===== config.mk =====
export PLATFORM = sky130hd
export DESIGN_NAME = detector_box_decode
export DESIGN_NICKNAME = d
export VERILOG_FILES = /design/src/design/dbd_pkg.sv /design/src/design/dbd_queue.sv /design/src/design/dbd_front.sv /design/src/design/dbd_back.sv /design/src/design/detector_box_decode.sv
export SDC_FILE = /design/constraint.sdc
export NUM_CORES = 1
export LEC_CHECK = 0
export BUFFER_PORTS_ARGS = -buffer_cell sky130_fd_sc_hd__buf_2
export CAP_MARGIN = 15
export CORE_MARGIN = 4
export CORE_UTILIZATION = 60
export DETAILED_ROUTE_END_ITERATION = 8
export GPL_ROUTABILITY_DRIVEN = 0
export PLACE_DENSITY = 0.82
export RECOVER_POWER = 100
export SYNTH_ARGS = -nofsm -noshare
export SYNTH_HDL_FRONTEND = slang
export SYNTH_HIERARCHICAL = 1
export SYNTH_SLANG_ARGS = --single-unit

===== constraint.sdc =====
create_clock -name clk -period 9.2 [get_ports clk]
set_input_delay 0.46 -clock clk [delete_from_list [all_inputs] [get_ports clk]]
set_output_delay 0.46 -clock clk [all_outputs]
set_load 0.1 [all_outputs]

===== src/design/dbd_pkg.sv =====
package dbd_pkg;

  // Pyramid geometry
  localparam int NUM_LEVELS = 3;
  localparam int BASE_SHIFT = 3;
  localparam int FRAC_BITS = 8;
  localparam int ONE_PIXEL = 256;
  localparam int OUT_MAX = 8388607;
  localparam int OUT_MIN = -8388608;

  // Defaults for the top level parameters
  localparam int ANCHORS_PER_CELL_DEF = 2;
  localparam int MAX_GRID_DIM_DEF = 256;
  localparam int QUEUE_DEPTH = 2;

  // Configuration port widths
  localparam int CFG_INDEX_W = 3;
  localparam int CFG_DATA_W = 16;
  localparam int GRID_REG_W = 9;

  // Level codes
  localparam logic [1:0] LEVEL0 = 2'd0;
  localparam logic [1:0] LEVEL1 = 2'd1;
  localparam logic [1:0] LEVEL2 = 2'd2;

  // Register indexes
  localparam logic [CFG_INDEX_W-1:0] REG_SCORE_THRESHOLD = 3'd0;
  localparam logic [CFG_INDEX_W-1:0] REG_GRID_WIDTH_L0 = 3'd1;
  localparam logic [CFG_INDEX_W-1:0] REG_GRID_HEIGHT_L0 = 3'd2;
  localparam logic [CFG_INDEX_W-1:0] REG_GRID_WIDTH_L1 = 3'd3;
  localparam logic [CFG_INDEX_W-1:0] REG_GRID_HEIGHT_L1 = 3'd4;
  localparam logic [CFG_INDEX_W-1:0] REG_GRID_WIDTH_L2 = 3'd5;
  localparam logic [CFG_INDEX_W-1:0] REG_GRID_HEIGHT_L2 = 3'd6;

  // Register reset values
  localparam logic [15:0] THRESHOLD_RST = 16'd32768;
  localparam logic [GRID_REG_W-1:0] GRID_L0_RST = 9'd80;
  localparam logic [GRID_REG_W-1:0] GRID_L1_RST = 9'd40;
  localparam logic [GRID_REG_W-1:0] GRID_L2_RST = 9'd20;

  typedef struct packed {
    logic [15:0]        score;
    logic signed [15:0] dist_left;
    logic signed [15:0] dist_top;
    logic signed [15:0] dist_right;
    logic signed [15:0] dist_bottom;
  } in_item_t;

  typedef struct packed {
    logic [1:0]         level;
    logic               anchor_index;
    logic signed [23:0] box_x;
    logic signed [23:0] box_y;
    logic signed [23:0] box_width;
    logic signed [23:0] box_height;
    logic [15:0]        box_score;
  } out_item_t;

  typedef struct packed {
    logic [15:0]                            score_threshold;
    logic [NUM_LEVELS-1:0][GRID_REG_W-1:0] grid_width;
    logic [NUM_LEVELS-1:0][GRID_REG_W-1:0] grid_height;
  } cfg_t;

endpackage


===== src/design/dbd_queue.sv =====
module dbd_queue import dbd_pkg::*; #(
  parameter int DEPTH = QUEUE_DEPTH,
  parameter int WIDTH = 8
) (
  input  logic             clk,
  input  logic             rst_n,
  input  logic             push,
  input  logic [WIDTH-1:0] push_data,
  output logic             full,
  input  logic             pop,
  output logic             head_valid,
  output logic [WIDTH-1:0] head_data
);

  localparam int PW = (DEPTH > 1) ? $clog2(DEPTH) : 1;
  localparam int CNTW = $clog2(DEPTH + 1);

  logic [WIDTH-1:0] slot_r [DEPTH];
  logic [PW-1:0]    wr_ptr_r;
  logic [PW-1:0]    rd_ptr_r;
  logic [CNTW-1:0]  count_r;
  logic [PW-1:0]    wr_ptr_nxt;
  logic [PW-1:0]    rd_ptr_nxt;
  logic [CNTW-1:0]  count_nxt;
  logic             do_push;
  logic             do_pop;

  assign full       = (count_r == CNTW'(DEPTH));
  assign head_valid = (count_r != '0);
  assign head_data  = slot_r[rd_ptr_r];
  assign do_push    = push && !full;
  assign do_pop     = pop && head_valid;

  // Advance pointers with wrap at the depth
  always_comb begin
    wr_ptr_nxt = wr_ptr_r;
    rd_ptr_nxt = rd_ptr_r;
    count_nxt  = count_r;
    if (do_push) begin
      wr_ptr_nxt = (wr_ptr_r == PW'(DEPTH - 1)) ? '0 : wr_ptr_r + 1'b1;
    end
    if (do_pop) begin
      rd_ptr_nxt = (rd_ptr_r == PW'(DEPTH - 1)) ? '0 : rd_ptr_r + 1'b1;
    end
    if (do_push && !do_pop) begin
      count_nxt = count_r + 1'b1;
    end else if (do_pop && !do_push) begin
      count_nxt = count_r - 1'b1;
    end
  end

  always_ff @(posedge clk) begin
    if (!rst_n) begin
      wr_ptr_r <= '0;
      rd_ptr_r <= '0;
      count_r  <= '0;
    end else begin
      wr_ptr_r <= wr_ptr_nxt;
      rd_ptr_r <= rd_ptr_nxt;
      count_r  <= count_nxt;
    end
  end

  // Store request payload
  always_ff @(posedge clk) begin
    if (do_push) begin
      slot_r[wr_ptr_r] <= push_data;
    end
  end

`ifndef SYNTHESIS
  a_no_push_when_full: assert property (@(posedge clk) disable iff (!rst_n)
    push |-> !full) else $error("queue pushed while full");
  a_count_bound: assert property (@(posedge clk) disable iff (!rst_n)
    count_r <= CNTW'(DEPTH)) else $error("queue count past depth");
`endif

endmodule


===== src/design/dbd_front.sv =====
module dbd_front import dbd_pkg::*; #(
  parameter int ANCHORS_PER_CELL = ANCHORS_PER_CELL_DEF,
  parameter int MAX_GRID_DIM = MAX_GRID_DIM_DEF
) (
  input  logic     clk,
  input  logic     rst_n,
  input  cfg_t     cfg,
  input  logic     accept,
  input  in_item_t item,
  output logic     q_push,
  output logic [$bits(in_item_t) + 3 + 2 * $clog2(MAX_GRID_DIM) - 1:0] q_data
);

  localparam int CW = $clog2(MAX_GRID_DIM);
  localparam int DW = CW + 1;
  localparam int EW = (DW > GRID_REG_W) ? DW : GRID_REG_W;
  localparam int AW = (ANCHORS_PER_CELL > 1) ? $clog2(ANCHORS_PER_CELL) : 1;

  logic [1:0]    lv_r;
  logic [AW-1:0] anc_r;
  logic [CW-1:0] row_r;
  logic [CW-1:0] col_r;
  logic [1:0]    lv_nxt;
  logic [AW-1:0] anc_nxt;
  logic [CW-1:0] row_nxt;
  logic [CW-1:0] col_nxt;
  logic [1:0]    lv_sel;
  logic [DW-1:0] grid_w;
  logic [DW-1:0] grid_h;
  logic          col_last;
  logic          row_last;
  logic          anc_last;

  // Clamp a grid register to the supported range
  function automatic logic [DW-1:0] eff_dim(input logic [GRID_REG_W-1:0] v);
    logic [EW-1:0] ve;
    ve = EW'(v);
    if (ve == '0) begin
      return DW'(1);
    end else if (ve > EW'(MAX_GRID_DIM)) begin
      return DW'(MAX_GRID_DIM);
    end else begin
      return DW'(ve);
    end
  endfunction

  assign lv_sel = (lv_r < 2'(NUM_LEVELS)) ? lv_r : LEVEL0;
  assign grid_w = eff_dim(cfg.grid_width[lv_sel]);
  assign grid_h = eff_dim(cfg.grid_height[lv_sel]);

  assign col_last = !((DW'(col_r) + 1'b1) < grid_w);
  assign row_last = !((DW'(row_r) + 1'b1) < grid_h);
  assign anc_last = !(((AW + 1)'(anc_r) + 1'b1) < (AW + 1)'(ANCHORS_PER_CELL));

  // Keep only requests at or above the threshold
  assign q_push = accept && (item.score >= cfg.score_threshold);
  assign q_data = {item, lv_sel, anc_r[0], row_r, col_r};

  // Walk columns, rows, anchor planes, then levels
  always_comb begin
    lv_nxt  = lv_r;
    anc_nxt = anc_r;
    row_nxt = row_r;
    col_nxt = col_r;
    if (accept) begin
      if (!col_last) begin
        col_nxt = col_r + 1'b1;
      end else begin
        col_nxt = '0;
        if (!row_last) begin
          row_nxt = row_r + 1'b1;
        end else begin
          row_nxt = '0;
          if (!anc_last) begin
            anc_nxt = anc_r + 1'b1;
          end else begin
            anc_nxt = '0;
            lv_nxt  = (lv_sel == LEVEL2) ? LEVEL0 : lv_sel + 1'b1;
          end
        end
      end
    end
  end

  always_ff @(posedge clk) begin
    if (!rst_n) begin
      lv_r  <= LEVEL0;
      anc_r <= '0;
      row_r <= '0;
      col_r <= '0;
    end else begin
      lv_r  <= lv_nxt;
      anc_r <= anc_nxt;
      row_r <= row_nxt;
      col_r <= col_nxt;
    end
  end

`ifndef SYNTHESIS
  a_level_range: assert property (@(posedge clk) disable iff (!rst_n)
    lv_r < 2'(NUM_LEVELS)) else $error("level counter out of range");
  a_row_holds: assert property (@(posedge clk) disable iff (!rst_n)
    accept && !col_last |=> row_r == $past(row_r) && lv_r == $past(lv_r))
    else $error("row or level moved before the column wrapped");
`endif

endmodule


===== src/design/dbd_back.sv =====
module dbd_back import dbd_pkg::*; #(
  parameter int MAX_GRID_DIM = MAX_GRID_DIM_DEF
) (
  input  logic      clk,
  input  logic      rst_n,
  input  logic      q_valid,
  input  logic [$bits(in_item_t) + 3 + 2 * $clog2(MAX_GRID_DIM) - 1:0] q_data,
  output logic      q_pop,
  output logic      out_valid,
  input  logic      out_pop,
  output out_item_t out_item
);

  localparam int CW = $clog2(MAX_GRID_DIM);
  localparam int CALC_W = ((CW + 14 > 23) ? CW + 14 : 23) + 1;
  localparam logic signed [CALC_W-1:0] SAT_HI = CALC_W'(OUT_MAX);
  localparam logic signed [CALC_W-1:0] SAT_LO = CALC_W'(OUT_MIN);

  in_item_t                  item;
  logic [1:0]                lv;
  logic                      anc;
  logic [CW-1:0]             row;
  logic [CW-1:0]             col;
  logic [2:0]                shamt;
  logic signed [CALC_W-1:0]  cx;
  logic signed [CALC_W-1:0]  cy;
  logic signed [CALC_W-1:0]  dl;
  logic signed [CALC_W-1:0]  dt;
  logic signed [CALC_W-1:0]  dr;
  logic signed [CALC_W-1:0]  db;
  out_item_t                 box;
  logic                      out_valid_r;
  out_item_t                 out_item_r;
  logic                      take;

  function automatic logic signed [23:0] sat24(input logic signed [CALC_W-1:0] v);
    if (v > SAT_HI) begin
      return 24'(SAT_HI);
    end else if (v < SAT_LO) begin
      return 24'(SAT_LO);
    end else begin
      return 24'(v);
    end
  endfunction

  assign {item, lv, anc, row, col} = q_data;

  // Stride is a shift by three plus the level
  always_comb begin
    case (lv)
      LEVEL0:  shamt = 3'(BASE_SHIFT);
      LEVEL1:  shamt = 3'(BASE_SHIFT + 1);
      LEVEL2:  shamt = 3'(BASE_SHIFT + 2);
      default: shamt = 3'(BASE_SHIFT);
    endcase
  end

  // Scale the cell position and distances to pixels
  always_comb begin
    cx = (CALC_W'(col) << shamt) << FRAC_BITS;
    cy = (CALC_W'(row) << shamt) << FRAC_BITS;
    dl = CALC_W'(item.dist_left) <<< shamt;
    dt = CALC_W'(item.dist_top) <<< shamt;
    dr = CALC_W'(item.dist_right) <<< shamt;
    db = CALC_W'(item.dist_bottom) <<< shamt;
    box.level        = lv;
    box.anchor_index = anc;
    box.box_x        = sat24(cx - dl);
    box.box_y        = sat24(cy - dt);
    box.box_width    = sat24(dl + dr + CALC_W'(ONE_PIXEL));
    box.box_height   = sat24(dt + db + CALC_W'(ONE_PIXEL));
    box.box_score    = item.score;
  end

  // Load the output register when it is free or being drained
  assign take      = q_valid && (!out_valid_r || out_pop);
  assign q_pop     = take;
  assign out_valid = out_valid_r;
  assign out_item  = out_item_r;

  always_ff @(posedge clk) begin
    if (!rst_n) begin
      out_valid_r <= 1'b0;
    end else if (take) begin
      out_valid_r <= 1'b1;
    end else if (out_pop) begin
      out_valid_r <= 1'b0;
    end
  end

  always_ff @(posedge clk) begin
    if (take) begin
      out_item_r <= box;
    end
  end

`ifndef SYNTHESIS
  a_hold_on_stall: assert property (@(posedge clk) disable iff (!rst_n)
    out_valid_r && !out_pop |=> out_valid_r && out_item_r == $past(out_item_r))
    else $error("pending result changed while stalled");
`endif

endmodule


===== src/design/detector_box_decode.sv =====
// Anchor-free box decoder for a three-level detector pyramid.
//
// Input channel (in_push / in_full / in_data): one head output per grid
// position, in order level 0..2, anchor plane, row, column. The block keeps
// its own position counters; every accepted request advances them, and only
// requests whose score reaches the threshold produce a box.
// Result channel (out_empty / out_pop / out_data): boxes in input order.
// Configuration channel (cfg_valid / cfg_ready / cfg_index / cfg_data):
// cfg_ready is always high; write only while the block is idle.
//
// An accepted request is registered in the queue, its box then in the output
// register, and empty drops. Throughput: one request per cycle while in_full
// is low, set by the combinational threshold test and shift-add box datapath.
// A two-entry queue separates the classifier from the box stage, and the
// result sits in an output register.
// Reset restores the register defaults and restarts the walk at level 0,
// plane 0, row 0, column 0, with queue and output empty.
// When the receiver stalls, the result holds, the queue fills, and in_full
// rises; requests below threshold pass freely until the queue is full.
module detector_box_decode import dbd_pkg::*; #(
  parameter int ANCHORS_PER_CELL = ANCHORS_PER_CELL_DEF,
  parameter int MAX_GRID_DIM = MAX_GRID_DIM_DEF
) (
  input  logic                   clk,
  input  logic                   rst_n,
  input  logic                   in_push,
  output logic                   in_full,
  input  in_item_t               in_data,
  output logic                   out_empty,
  input  logic                   out_pop,
  output out_item_t              out_data,
  input  logic                   cfg_valid,
  output logic                   cfg_ready,
  input  logic [CFG_INDEX_W-1:0] cfg_index,
  input  logic [CFG_DATA_W-1:0]  cfg_data
);

  localparam int QW = $bits(in_item_t) + 3 + 2 * $clog2(MAX_GRID_DIM);

  cfg_t          cfg_r;
  logic          accept;
  logic          q_push;
  logic [QW-1:0] q_push_data;
  logic          q_full;
  logic          q_pop;
  logic          q_valid;
  logic [QW-1:0] q_head;
  logic          out_valid;

  assign cfg_ready = 1'b1;
  assign accept    = in_push && !q_full;
  assign in_full   = q_full;
  assign out_empty = !out_valid;

  // Write configuration registers
  always_ff @(posedge clk) begin
    if (!rst_n) begin
      cfg_r.score_threshold <= THRESHOLD_RST;
      cfg_r.grid_width      <= {GRID_L2_RST, GRID_L1_RST, GRID_L0_RST};
      cfg_r.grid_height     <= {GRID_L2_RST, GRID_L1_RST, GRID_L0_RST};
    end else if (cfg_valid) begin
      case (cfg_index)
        REG_SCORE_THRESHOLD: cfg_r.score_threshold <= cfg_data;
        REG_GRID_WIDTH_L0:   cfg_r.grid_width[0]   <= cfg_data[GRID_REG_W-1:0];
        REG_GRID_HEIGHT_L0:  cfg_r.grid_height[0]  <= cfg_data[GRID_REG_W-1:0];
        REG_GRID_WIDTH_L1:   cfg_r.grid_width[1]   <= cfg_data[GRID_REG_W-1:0];
        REG_GRID_HEIGHT_L1:  cfg_r.grid_height[1]  <= cfg_data[GRID_REG_W-1:0];
        REG_GRID_WIDTH_L2:   cfg_r.grid_width[2]   <= cfg_data[GRID_REG_W-1:0];
        REG_GRID_HEIGHT_L2:  cfg_r.grid_height[2]  <= cfg_data[GRID_REG_W-1:0];
        default: ;
      endcase
    end
  end

  dbd_front #(
    .ANCHORS_PER_CELL(ANCHORS_PER_CELL),
    .MAX_GRID_DIM(MAX_GRID_DIM)
  ) u_front (
    .clk(clk),
    .rst_n(rst_n),
    .cfg(cfg_r),
    .accept(accept),
    .item(in_data),
    .q_push(q_push),
    .q_data(q_push_data)
  );

  dbd_queue #(
    .DEPTH(QUEUE_DEPTH),
    .WIDTH(QW)
  ) u_queue (
    .clk(clk),
    .rst_n(rst_n),
    .push(q_push),
    .push_data(q_push_data),
    .full(q_full),
    .pop(q_pop),
    .head_valid(q_valid),
    .head_data(q_head)
  );

  dbd_back #(
    .MAX_GRID_DIM(MAX_GRID_DIM)
  ) u_back (
    .clk(clk),
    .rst_n(rst_n),
    .q_valid(q_valid),
    .q_data(q_head),
    .q_pop(q_pop),
    .out_valid(out_valid),
    .out_pop(out_pop),
    .out_item(out_data)
  );

endmodule


After elaboration in Yosys (flattened, before gate mapping)
Memories as Yosys holds them, arrays and structs flattened. A register that Yosys moved wholly into a read port is not among the register bits.
Cells that the tools add are included.

cells by class
  $lt $le $gt $ge = 16
  shifts and indexed selects = 6
  reductions and logical operators = 28
  bitwise operators = 3
  muxes and demuxes = 28
  add/subtract/negate cells = 17
  equality and inequality tests = 10

operators by type and width
  cell                                                    number
  greater-than comparator 24 bit (second input constant)  4
  < comparator 24 bit (second input constant)             4
  2-to-1 mux 24 bit                                       4
  <<< shifter 16 x 3 -> 24 bit                            4
  2-to-1 mux 9 bit                                        6
  adder 24 x 10 -> 24 bit (second input constant)         2
  adder 24 bit                                            2
  subtractor 24 bit                                       2
  binary-select mux 9 bit (select 2 bit)                  2
  left shift 8 x 3 -> 16 bit                              2
  adder 8 x 1 -> 9 bit (second input constant)            2
  greater-than comparator 9 bit (second input constant)   2
  logical NOT 9 bit                                       2
  < comparator 9 bit                                      2
  adder 8 x 1 -> 8 bit (second input constant)            2
  >= comparator 16 bit                                    1
  2-to-1 mux 8 bit                                        2
  AND reduction 2 bit                                     8
  == test 3 bit (second input constant)                   3
  2-to-1 mux 1 bit                                        9
  2-to-1 mux 2 bit                                        4
  logical AND 1 bit                                       7
  == test 2 bit (second input constant)                   3
  == test 3 x 2 -> 1 bit (second input constant)          2
  16 further kinds                                        27

word-level totals
  bits in registers = 209
  output and inout bits = 118
  bits in writable memories = 198
  memories = 1
  logic and storage cells = 131

memory list
  memory          depth  bits a word  rd ports  clocked after Yosys merged registers in  wr ports  RTL line         RTL
  u_queue.slot_r  2      99           1         1                                        1         dbd_queue.sv:18  logic [WIDTH-1:0] slot_r [DEPTH];

Longest topological paths before layout
Gate-level depths: netlist of the first run.

  depth in word-level cells = 10
  depth in mapped cells = 25
  gate-level depth less buffers = 18

Hierarchy
Netlist of the first run, hierarchy kept.

by module, submodules not included
  module               seq. area each (µm²)  cells an instance  times used  area each (µm²)
  dbd_back             3473.3                931                1           9719.3
  dbd_queue            6045.8                333                1           7408.4
  dbd_front            380.4                 382                1           3024.2
  detector_box_decode  1401.3                261                1           2696.3

Least setup slack after synthesis of the first run
OpenSTA, ideal clock, no wires.

  path type = register to register
  start = register u_queue.count_r[0]
  end = register u_queue.count_r[1]
  data required time = 9.130 ns
  clock period less this slack = 7.411 ns
  path slack = 1.789 ns
  cell stages (with the launch flop) = 7
  arrival = 7.341 ns
  cells stage by stage = dfxtp_1 or2_2 nor2b_1 o21ai_1 ha_1 or3_1 a21boi_1

on the way
  elaborated cells on any way between the ends = 17

RTL lines
  item                                                    RTL line                   RTL
  start, declared                                         dbd_queue.sv:21            logic [CNTW-1:0] count_r;
  start signal, assigned                                  dbd_queue.sv:60            count_r <= count_nxt;
  nonzero test 2 bit *                                    dbd_queue.sv:29            assign head_valid = (count_r != '0);
  named net q_valid                                       detector_box_decode.sv:46  logic q_valid;
  logical AND 1 bit *                                     dbd_back.sv:76             assign take = q_valid && (!out_valid_r || out_pop);
  named net q_pop                                         detector_box_decode.sv:45  logic q_pop;
  logical AND 1 bit *                                     dbd_queue.sv:32            assign do_pop = pop && head_valid;
  logical NOT 1 bit                                       dbd_queue.sv:45            if (do_push && !do_pop) begin
  logical AND 1 bit                                       dbd_queue.sv:45
  2-to-1 mux 2 bit or nonzero test 2 bit (tied branches)  n/a

Mark *: on every way through the listed nets, which the timed path passes. The rest lies on a longest branch. The select of a mux whose other input is x is not followed.
A chain may end at the register's enable or synchronous reset.

==> results_dict.tcl, run 1 <==
set metrics [dict create \
    netlist_instances 1907 \
    finalNonFillerCells 2594 \
    post_cts_resized 0 \
    synth-seq-cells 408 \
    violations "capacitance limit, slew limit" \
    finalCriticalPeriod_ns 7.32 \
    clock_sinks 408 \
    path_class "reg2reg" \
    crit_required_ns 9.63 \
    numPortBuffers 220 \
    synth_ff_type "edfxtp_1" \
    status "finished, violations left" \
    clk_latency_ns 0.56 \
    numCtsBuffers 42 \
    drt-initial-drc-count 1120 \
    synth-compound-area-share_pct 9.91 \
    grt_pass1_wl_um 77100 \
    area_delta_synth_final_pct 8.80 \
    hp-class "in2reg" \
    synth_xor_area_share_pct 3.53 \
    row_count 71 \
    vias 14900 \
    maxSlewViolCount 387 \
    wl_met3_um 2910 \
    wl_met2_um 23300 \
    synthAdderAreaFrac_pct 8.39 \
    viasPerCell 5.75 \
    cts_htree_levels 2 \
    critPathSlowestCell "dfxtp_1" \
    relSlewSlack_pct -188 \
    nets 2306 \
    clk_path_buf_depth 3 \
    final_common_cell "edfxtp_1" \
    synth_area_per_cell_um2 12.0 \
    async_flop_share_pct 0 \
    maxCapViolCount 6 \
    drc_errors 0 \
    antenna_found_initial 3 \
    crit_fanout 88 \
    grt_max_degree 104 \
    layout_common_cells "edfxtp_1, clkbuf_1, nand2_1" \
    drtAntennaViolNets 0 \
    core-area_um2 37600 \
    initial_utilization_pct 60.8 \
    worst_ep_arrival_time_ns 7.75 \
    rsz0062_at_grt "false" \
    place_inst 2517 \
    reg2reg_slack_ns 1.88 \
    ys_warn_count 6 \
    startpoint_type "flip-flop" \
    synth_top_area_share_pct 41.1 \
    end_kind "flip-flop" \
    grt_util_all_layers_pct 23.3 \
    ctsRootBufferMaster "clkbuf_16" \
    io_pins 222 \
    hold_viol 0 \
    cpMostUsedCell "ha_1" \
    timing.final.crit_share_pct 79.6 \
    grt_pass1_vias 14400 \
    multi_input_area_um2 10300 \
    yosys.area_share.simple_pct 9.59 \
    grt_overflow 0 \
    hpwl_um 35600 \
    wl_met1_um 21300 \
    die_y_um 203 \
    fmax_mhz 137 \
    drive_above_1_share_pct 13.8 \
    synth_cell_types 99 \
    topRoutingLayerUsed "met5" \
    drt_wl_total_um 49000 \
    dieArea_um2 41300 \
    synth_edf_count 313 \
    nFillCells 2827 \
    ff_latch_area_um2 11300 \
    path_cells "mux2_1 > ha_2 > buf_4 > inv_2 > mux2i_1 > ha_1 > ha_1 > and3_1 > a221oi_2 > a21oi_1 > a311oi_4 > o31ai_1 > a221o_1 > a2111oi_2 > a31o_1" \
    skew_ns 0.0141 \
    tns_ns 0 \
    setup_viol 0 \
    first_pass_iters 6 \
    clk_transition_reported_paths_ns 0.06 \
    synth_top_family_by_area "multiplexers" \
    cts_hold_buffers 0 \
    synth_largest_area_cell "edfxtp_1" \
    cts_setup_buffers 0 \
    fp.dieW_um 203 \
    syn_area_um2 22800 \
    yosysSeqAreaShare_pct 49.5 \
    muxShareOfSynthArea_pct 13.3 \
    worst_slew_pin_slew_ns 4.32 \
    worst_path_largest_cell_delay_ns 1.58 \
    routedWlPerCell_um 18.9 \
    cts_tree "yes" \
    synth_area_leaders "edfxtp_1, dfxtp_1, ha_1" \
]
## worst max-delay path: cells and delay by family, from the launching register on
| kind | cells | cell delay (ns) |
|---|---|---|
| compound gates | 7 | 1.94 |
| fa+ha+maj | 3 | 1.05 |
| buf+inv | 2 | 1.25 |
| flops | 1 | 1.58 |
| mux | 2 | 1.08 |
| simple gates | 1 | 0.21 |
## sequential cells by signal, indices dropped and copies added (netlist names), named ones only
register and count:
u_front/anc_r 1, u_back/out_valid 1, u_front/col_r 8, u_front/row_r 8
cfg_r 70, u_queue/rd_ptr_r 1, u_queue/count_r 2, u_back/out_item 115
u_front/lv_r 2, u_queue/wr_ptr_r 1, u_queue/slot_r 198
## area by class of cell
| type | instances | share of cell area (%) |
|---|---|---|
| inverter | 83 | 1.25 |
| antenna | 1 | 0.0101 |
| multi-input combinational | 1282 | 41.4 |
| tap | 511 | 2.57 |
| clock inverter | 26 | 1.07 |
| timing repair buffer | 233 | 3.84 |
| clock buffer | 50 | 4.43 |
| sequential | 408 | 45.5 |
## cells in the mapped netlist, drive strengths merged (5+ instances only)
cell type / number
xnor2: 60
o31ai: 7
a2111oi: 5
o21bai: 8
nand2: 156
xor2: 32
nand2b: 9
o2bb2ai: 11
and3: 20
nor3: 16
o21a: 22
nand3: 29
a211oi: 20
and2: 19
nand3b: 6
nor2b: 50
dfxtp: 95
buf: 124
a21boi: 5
ha: 150
mux2i: 112
o21ai: 48
a21oi: 108
o211ai: 6
a31oi: 12
nand4b: 7
inv: 82
a21o: 37
mux2: 126
or2: 17
nor2: 60
nand4: 8
mux4: 20
clkbuf: 32
edfxtp: 313
## logic make-up (layout without fill, tap and decap cells)
| logic type | after synthesis | after routing |
|---|---|---|
| xor+xnor | 92 | 92 |
| fa+ha+maj | 152 | 152 |
| flops | 408 | 408 |
| buf+inv | 239 | 392 |
| simple gates | 425 | 425 |
| mux | 258 | 258 |
| other cells | 3 | 26 |
| compound gates | 330 | 330 |
## per-layer routing
layer | up-vias | track usage [%]
li1 | 7202 | -
met1 | 7175 | 31.9
met2 | 446 | 38.3
met3 | 83 | 3.98
met4 | 6 | 7.35
met5 | - | 0
## stage by stage
stage / worst slack, ns / util (%) / cell area [µm²] / hold WS [ns]
3_3_place_gp: 3.26 / 63.4 / 23800 / 0.441
4_1_cts: 3.08 / 67.0 / 25200 / 0.0551
2_1_floorplan: 1.79 / - / 22900 / 0.432
6_report: 1.88 / 66.2 / 24900 / 0.0885
5_1_grt: 1.36 / 66.1 / 24900 / 0.0654
3_5_place_dp: 3.08 / 63.4 / 23800 / 0.449
## final timing paths
path | endpoint | startpoint | cells past startpoint
worst max-delay path | u_back/out_item[39] | flip-flop | 15
worst min-delay path | u_queue/slot_r[0][33] | in_data[14] | 1
worst max register to register | u_back/out_item[39] | flip-flop | 15
worst min register to register | cfg_r[67] | cfg_r[67] | 2
Power of run 1 is left out: the tool's default activity adds up to more than one toggle a clock period on the data nets, which glitch-free logic cannot reach.
==> inputs of run 2 (changes only) <==
--- a/config.mk
+++ b/config.mk
@@ -8,10 +8,10 @@
 export BUFFER_PORTS_ARGS = -buffer_cell sky130_fd_sc_hd__buf_2
 export CAP_MARGIN = 15
 export CORE_MARGIN = 4
-export CORE_UTILIZATION = 60
+export CORE_UTILIZATION = 54
 export DETAILED_ROUTE_END_ITERATION = 8
 export GPL_ROUTABILITY_DRIVEN = 0
-export PLACE_DENSITY = 0.82
+export PLACE_DENSITY = 0.78
 export RECOVER_POWER = 100
 export SYNTH_ARGS = -nofsm -noshare
 export SYNTH_HDL_FRONTEND = slang
==> constraint.sdc (replaced) <==
create_clock -name clk -period 5.91 [get_ports clk]
set_input_delay 0.2955 -clock clk [delete_from_list [all_inputs] [get_ports clk]]
set_output_delay 0.2955 -clock clk [all_outputs]
set_load 0.1 [all_outputs]
==> run 2 against run 1 <==
Effect of this change: the flow still finishes with violations (capacitance limit, slew limit); non-clock buffer count is 96 higher; clock skew up 0.018 ns; sequential share of layout area shrank 1.8 points; cell count is 5.0% higher; wire length is 4.2% higher; flip-flop and latch count stayed put.
==> results_dict.tcl, run 2 (same netlist as run 1, synthesis figures left out) <==
set metrics [dict create \
    status "finished, violations left" \
    violations "capacitance limit, slew limit" \
    rsz0062_at_grt "false" \
    grt_util_met3_pct 4.26 \
    clk_transition_reported_paths_ns 0.06 \
    drt-initial-drc-count 1097 \
    clk_path_buf_depth 3 \
    area_delta_synth_final_pct 13.3 \
    maxCapViolCount 3 \
    dieArea_um2 45700 \
    initial_utilization_pct 54.6 \
    relSlewSlack_pct -140 \
    drive_above_1_share_pct 13.4 \
    tns_ns 0 \
    largest-register "u_queue/slot_r" \
    worst_ep_arrival_time_ns 5.81 \
    viasPerCell 5.58 \
    setup_viol 0 \
    reg2regPathDepth 14 \
    final_area_um2 25900 \
    skew_ns 0.0321 \
    finalCriticalPeriod_ns 5.37 \
    timing.final.crit_share_pct 90.8 \
    hp-class "in2reg" \
    whs_endpoint "cfg_r[22]" \
    maxSlewViolCount 144 \
    hold_depth 3 \
    whs_ns 0.0622 \
    numCtsBuffers 42 \
    first_pass_iters 5 \
    fmax_mhz 186 \
    grt_use_met2_pct 35.0 \
    cts_htree_levels 2 \
    finalNonFillerCells 2723 \
    cts_hold_buffers 91 \
    post_cts_resized 0 \
    place_area_um2 23900 \
    cts_tree "yes" \
    hold_viol 0 \
    vias 15200 \
    layout_common_cells "edfxtp_1, clkbuf_1, nand2_1" \
    numPortBuffers 220 \
    crit_fanout 37 \
    fp.dieW_um 214 \
    grt_overflow 0 \
    crit_required_ns 6.35 \
    routedWlPerCell_um 18.7 \
    worstHoldStart "cfg_data[4]" \
    antenna_found_initial 6 \
    startpoint_type "flip-flop" \
    clock_sinks 408 \
    hpwl_um 35500 \
    drtAntennaViolNets 0 \
    r2r-end "u_back/out_item[39]" \
    grt_use_met1_pct 30.5 \
    drt_wl_total_um 51000 \
    io_pins 222 \
    grt_pass1_vias 14800 \
    end_kind "flip-flop" \
    final_common_cell "edfxtp_1" \
    ctsRootBufferMaster "clkbuf_16" \
    clk_latency_ns 0.59 \
    core-area_um2 41900 \
    place_inst 2550 \
    grt-busiest-layer "met2" \
    grt_max_degree 67 \
    nets 2402 \
    largest_reg_flops 198 \
    row_count 75 \
    nFillCells 3321 \
    path_class "reg2reg" \
    reg2reg_slack_ns 0.54 \
    grt_pass1_wl_um 79800 \
    grt_util_all_layers_pct 22.0 \
    drc_errors 0 \
    cts_setup_buffers 0 \
    die_y_um 214 \
    worst_slew_pin_slew_ns 3.60 \
]
run 2: changes by cell type in the layout (fill, tap and decap cells not counted), sizes merged:
cell,change
diode,+3
bufinv,-2
inv,-1
clkinvlp,+2
buf,-8
dlygate4sd3,+91
clkbuf,+16
run 2: stage by stage:
step	utilization [%]	setup slack (ns)
3_5_place_dp	57.1	0.817
5_1_grt	61.9	0.221
2_1_floorplan	-	0.388
6_report	61.9	0.542
3_3_place_gp	57.1	0.962
4_1_cts	62.6	0.784
run 2: worst max path at each step:
stage                          endpoint  slack, ns       from
global placement    u_back/out_item[39]       0.96  flip-flop
floorplan           u_back/out_item[39]       0.39  flip-flop
detailed placement  u_back/out_item[39]       0.82  flip-flop
finish              u_back/out_item[39]       0.54  flip-flop
global route        u_back/out_item[39]       0.22  flip-flop
CTS                 u_back/out_item[39]       0.78  flip-flop
run 2: layout make-up:
cell class              instances  area (µm²)  share of cell area (%)
repair buffers                329        1910                    7.38
clock buffers                  53        1140                    4.41
diodes                          4        10.0                  0.0387
inverters                      83         312                    1.20
clock inverters                25         253                   0.976
well taps                     539         674                    2.61
flip-flops and latches        408       11300                    43.7
multi-input cells            1282       10300                    39.7
run 2: metal layers:
metal / part of all wire (%) / up-vias
li1: - / 7397
met4: 3.2 / 4
met3: 6.2 / 94
met5: 0.027 / -
met2: 46 / 459
met1: 44 / 7246
run 2: critical path: stages (launching register included):
cell	delay, ns
dfxtp_1	0.39
mux2_1	0.42
ha_2	0.82
inv_2	0.33
mux2i_2	0.39
ha_1	0.31
ha_1	0.37
and3_1	0.21
a221oi_2	0.31
a21oi_1	0.22
a311oi_4	0.42
o31ai_1	0.18
a221o_1	0.42
a2111oi_2	0.29
a31o_1	0.14
Power of run 2 is left out for the same reason.
==> inputs of run 3 (changes only) <==
--- a/config.mk
+++ b/config.mk
@@ -6,14 +6,14 @@
 export NUM_CORES = 1
 export LEC_CHECK = 0
 export BUFFER_PORTS_ARGS = -buffer_cell sky130_fd_sc_hd__buf_2
-export CAP_MARGIN = 15
+export CAP_MARGIN = 20
 export CORE_MARGIN = 4
 export CORE_UTILIZATION = 54
 export DETAILED_ROUTE_END_ITERATION = 8
 export GPL_ROUTABILITY_DRIVEN = 0
+export HOLD_SLACK_MARGIN = 0.1
 export PLACE_DENSITY = 0.78
 export RECOVER_POWER = 100
 export SYNTH_ARGS = -nofsm -noshare
 export SYNTH_HDL_FRONTEND = slang
-export SYNTH_HIERARCHICAL = 1
 export SYNTH_SLANG_ARGS = --single-unit
==> run 3 against run 2 <==
Effect of this change: the flow still finishes with violations (capacitance limit, slew limit); die area fell by 4.2%; cell count rose by 2.3%; first-iteration DRC count rose by 15%; register-to-register slack improved by 0.11 ns; wire length rose by 1.7%; synthesized area fell by 4.4%; synthesized cell count fell by 0.26%; clock skew fell by 0.0067 ns; worst hold slack improved by 0.062 ns; count of clock-buffer cells in the layout rose by 8; critical path type unchanged.
==> results_dict.tcl, run 3 <==
set metrics [dict create \
    hold_viol 0 \
    row_count 73 \
    cts_hold_buffers 96 \
    dieArea_um2 43800 \
    status "finished, violations left" \
    routedWlPerCell_um 18.6 \
    synth_common_cells "nand2_1, edfxtp_1, ha_1, a21oi_1, dfxtp_1" \
    cts_htree_levels 2 \
    cts_tree "yes" \
    grt_max_degree 82 \
    area_delta_synth_final_pct 17.8 \
    startpoint_type "flip-flop" \
    synth_largest_area_cell "edfxtp_1" \
    timing.final.crit_share_pct 89.0 \
    end_kind "flip-flop" \
    synth_cell_types 72 \
    violations "capacitance limit, slew limit" \
    skew_ns 0.0254 \
    hp-class "in2reg" \
    maxSlewViolCount 299 \
    synth_area_per_cell_um2 11.5 \
    ctsRootBufferMaster "clkbuf_16" \
    nets 2487 \
    grt_overflow 0 \
    viasPerCell 5.74 \
    async_flop_share_pct 0 \
    crit_required_ns 6.08 \
    cpMostUsedCell "clkbuf_1" \
    drive_above_1_share_pct 9.52 \
    numPortBuffers 220 \
    worst_path_largest_cell_delay_ns 1.29 \
    clk_latency_ns 0.57 \
    synth_area_leaders "edfxtp_1, ha_1, dfxtp_1" \
    clk_path_buf_depth 3 \
    numCtsBuffers 43 \
    path_cells "nand2b_1 > and2_0 > o21ai_0 > a211o_1 > o22ai_1 > nor2b_1 > clkbuf_1 > clkbuf_1" \
    drt-initial-drc-count 1258 \
    fp.dieW_um 209 \
    cts_setup_buffers 0 \
    crit_fanout 26 \
    antenna_found_initial 2 \
    core-area_um2 39900 \
    worst_slew_pin_slew_ns 3.34 \
    drc_errors 0 \
    setup_viol 0 \
    yosysSeqAreaShare_pct 51.7 \
    post_cts_resized 0 \
    netlist_instances 1902 \
    tns_ns 0 \
    largest-register "u_queue.slot_r" \
    syn_area_um2 21900 \
    path_class "reg2reg" \
    relSlewSlack_pct -122 \
    drt_wl_total_um 51900 \
    critPathSlowestCell "clkbuf_1" \
    largest_reg_flops 198 \
    ys_warn_count 0 \
    synth_ff_type "edfxtp_1" \
    grt_pass1_wl_um 82600 \
    initial_utilization_pct 54.8 \
    io_pins 222 \
    finalCriticalPeriod_ns 5.26 \
    clock_sinks 408 \
    grt_util_all_layers_pct 23.2 \
    hpwl_um 36900 \
    path_delay_family "buffers and inverters" \
    rsz0062_at_grt "false" \
    first_pass_iters 6 \
    clk_transition_reported_paths_ns 0.06 \
    synth-seq-cells 408 \
    drtAntennaViolNets 0 \
    synth_most_common_cell "nand2_1" \
    die_y_um 209 \
    fmax_mhz 190 \
    worst_ep_arrival_time_ns 5.43 \
    maxCapViolCount 6 \
    vias 16000 \
    final_common_cell "nand2_1" \
    cp_num_buf_inv 2 \
    grt_pass1_vias 15500 \
    layout_common_cells "nand2_1, edfxtp_1, clkbuf_1" \
    synth_edf_count 313 \
    synth_top_area_share_pct 43.0 \
]
run 3: cell types whose count changed in the layout (fill, tap and decap cells not counted), sizes merged, moves of 25 or more:
cell	delta
mux4	+48
mux2i	-71
a21oi	+25
nor2b	-31
mux2	-95
nand2	+229
run 3: final timing paths:
| path | from | to | slack, ns | cells past startpoint |
|---|---|---|---|---|
| max | u_queue.count_r[0] | u_queue.slot_r[0][65] | 0.65 | 8 |
| min | out_pop | u_back.out_valid | 0.12 | 4 |
| max reg2reg | u_queue.count_r[0] | u_queue.slot_r[0][65] | 0.65 | 8 |
| min reg2reg | cfg_r[38] | cfg_r[38] | 0.45 | 2 |
run 3: layer usage:
metal | global-route usage (%) | wire length (µm) | vias up
li1 | - | - | 7574
met1 | 31.5 | 21900 | 7688
met2 | 38.4 | 24800 | 628
met3 | 3.92 | 3620 | 90
met4 | 7.56 | 1500 | 0
met5 | 0 | 0 | -
run 3: kinds of logic after synthesis:
| kind of cell | count (synthesis) | share of synthesized area [%] |
|---|---|---|
| xor+xnor | 90 | 3.61 |
| compound gates | 324 | 9.38 |
| buf+inv | 162 | 2.99 |
| fa+ha+maj | 159 | 9.17 |
| simple gates | 617 | 12.6 |
| flops | 408 | 51.7 |
| other cells | 2 | 0.0344 |
| mux | 140 | 10.5 |
run 3: worst register-to-register path, stage by stage, from the launching register on:
cell,delay (ns)
dfxtp_1,0.41
nand2b_1,0.17
and2_0,0.57
o21ai_0,0.26
a211o_1,0.33
o22ai_1,0.30
nor2b_1,0.76
clkbuf_1,1.29
clkbuf_1,0.78
run 3: through the flow:
| step | area [µm²] | util [%] | instances | setup WS [ns] | hold WS (ns) |
|---|---|---|---|---|---|
| global placement | 23500 | 58.9 | 2604 | 1.17 | 0.441 |
| finish | 25800 | 64.5 | 2785 | 0.649 | 0.124 |
| detailed placement | 23500 | 58.9 | 2604 | 0.902 | 0.448 |
| CTS | 26000 | 65.2 | 2779 | 0.856 | 0.108 |
| floorplan | 21900 | - | 1923 | 0.0577 | 0.394 |
| global route | 25700 | 64.5 | 2784 | 0.269 | 0.145 |
run 3: cell type report:
type | count | area [µm²]
sequential | 408 | 11300
multi-input combinational | 1353 | 9990
clock inverter | 18 | 250
fill | 3131 | 14200
tap | 525 | 657
inverter | 83 | 312
timing repair buffer | 335 | 1950
clock buffer | 61 | 1290
antenna | 2 | 5.00
Power of run 3 is left out for the same reason.
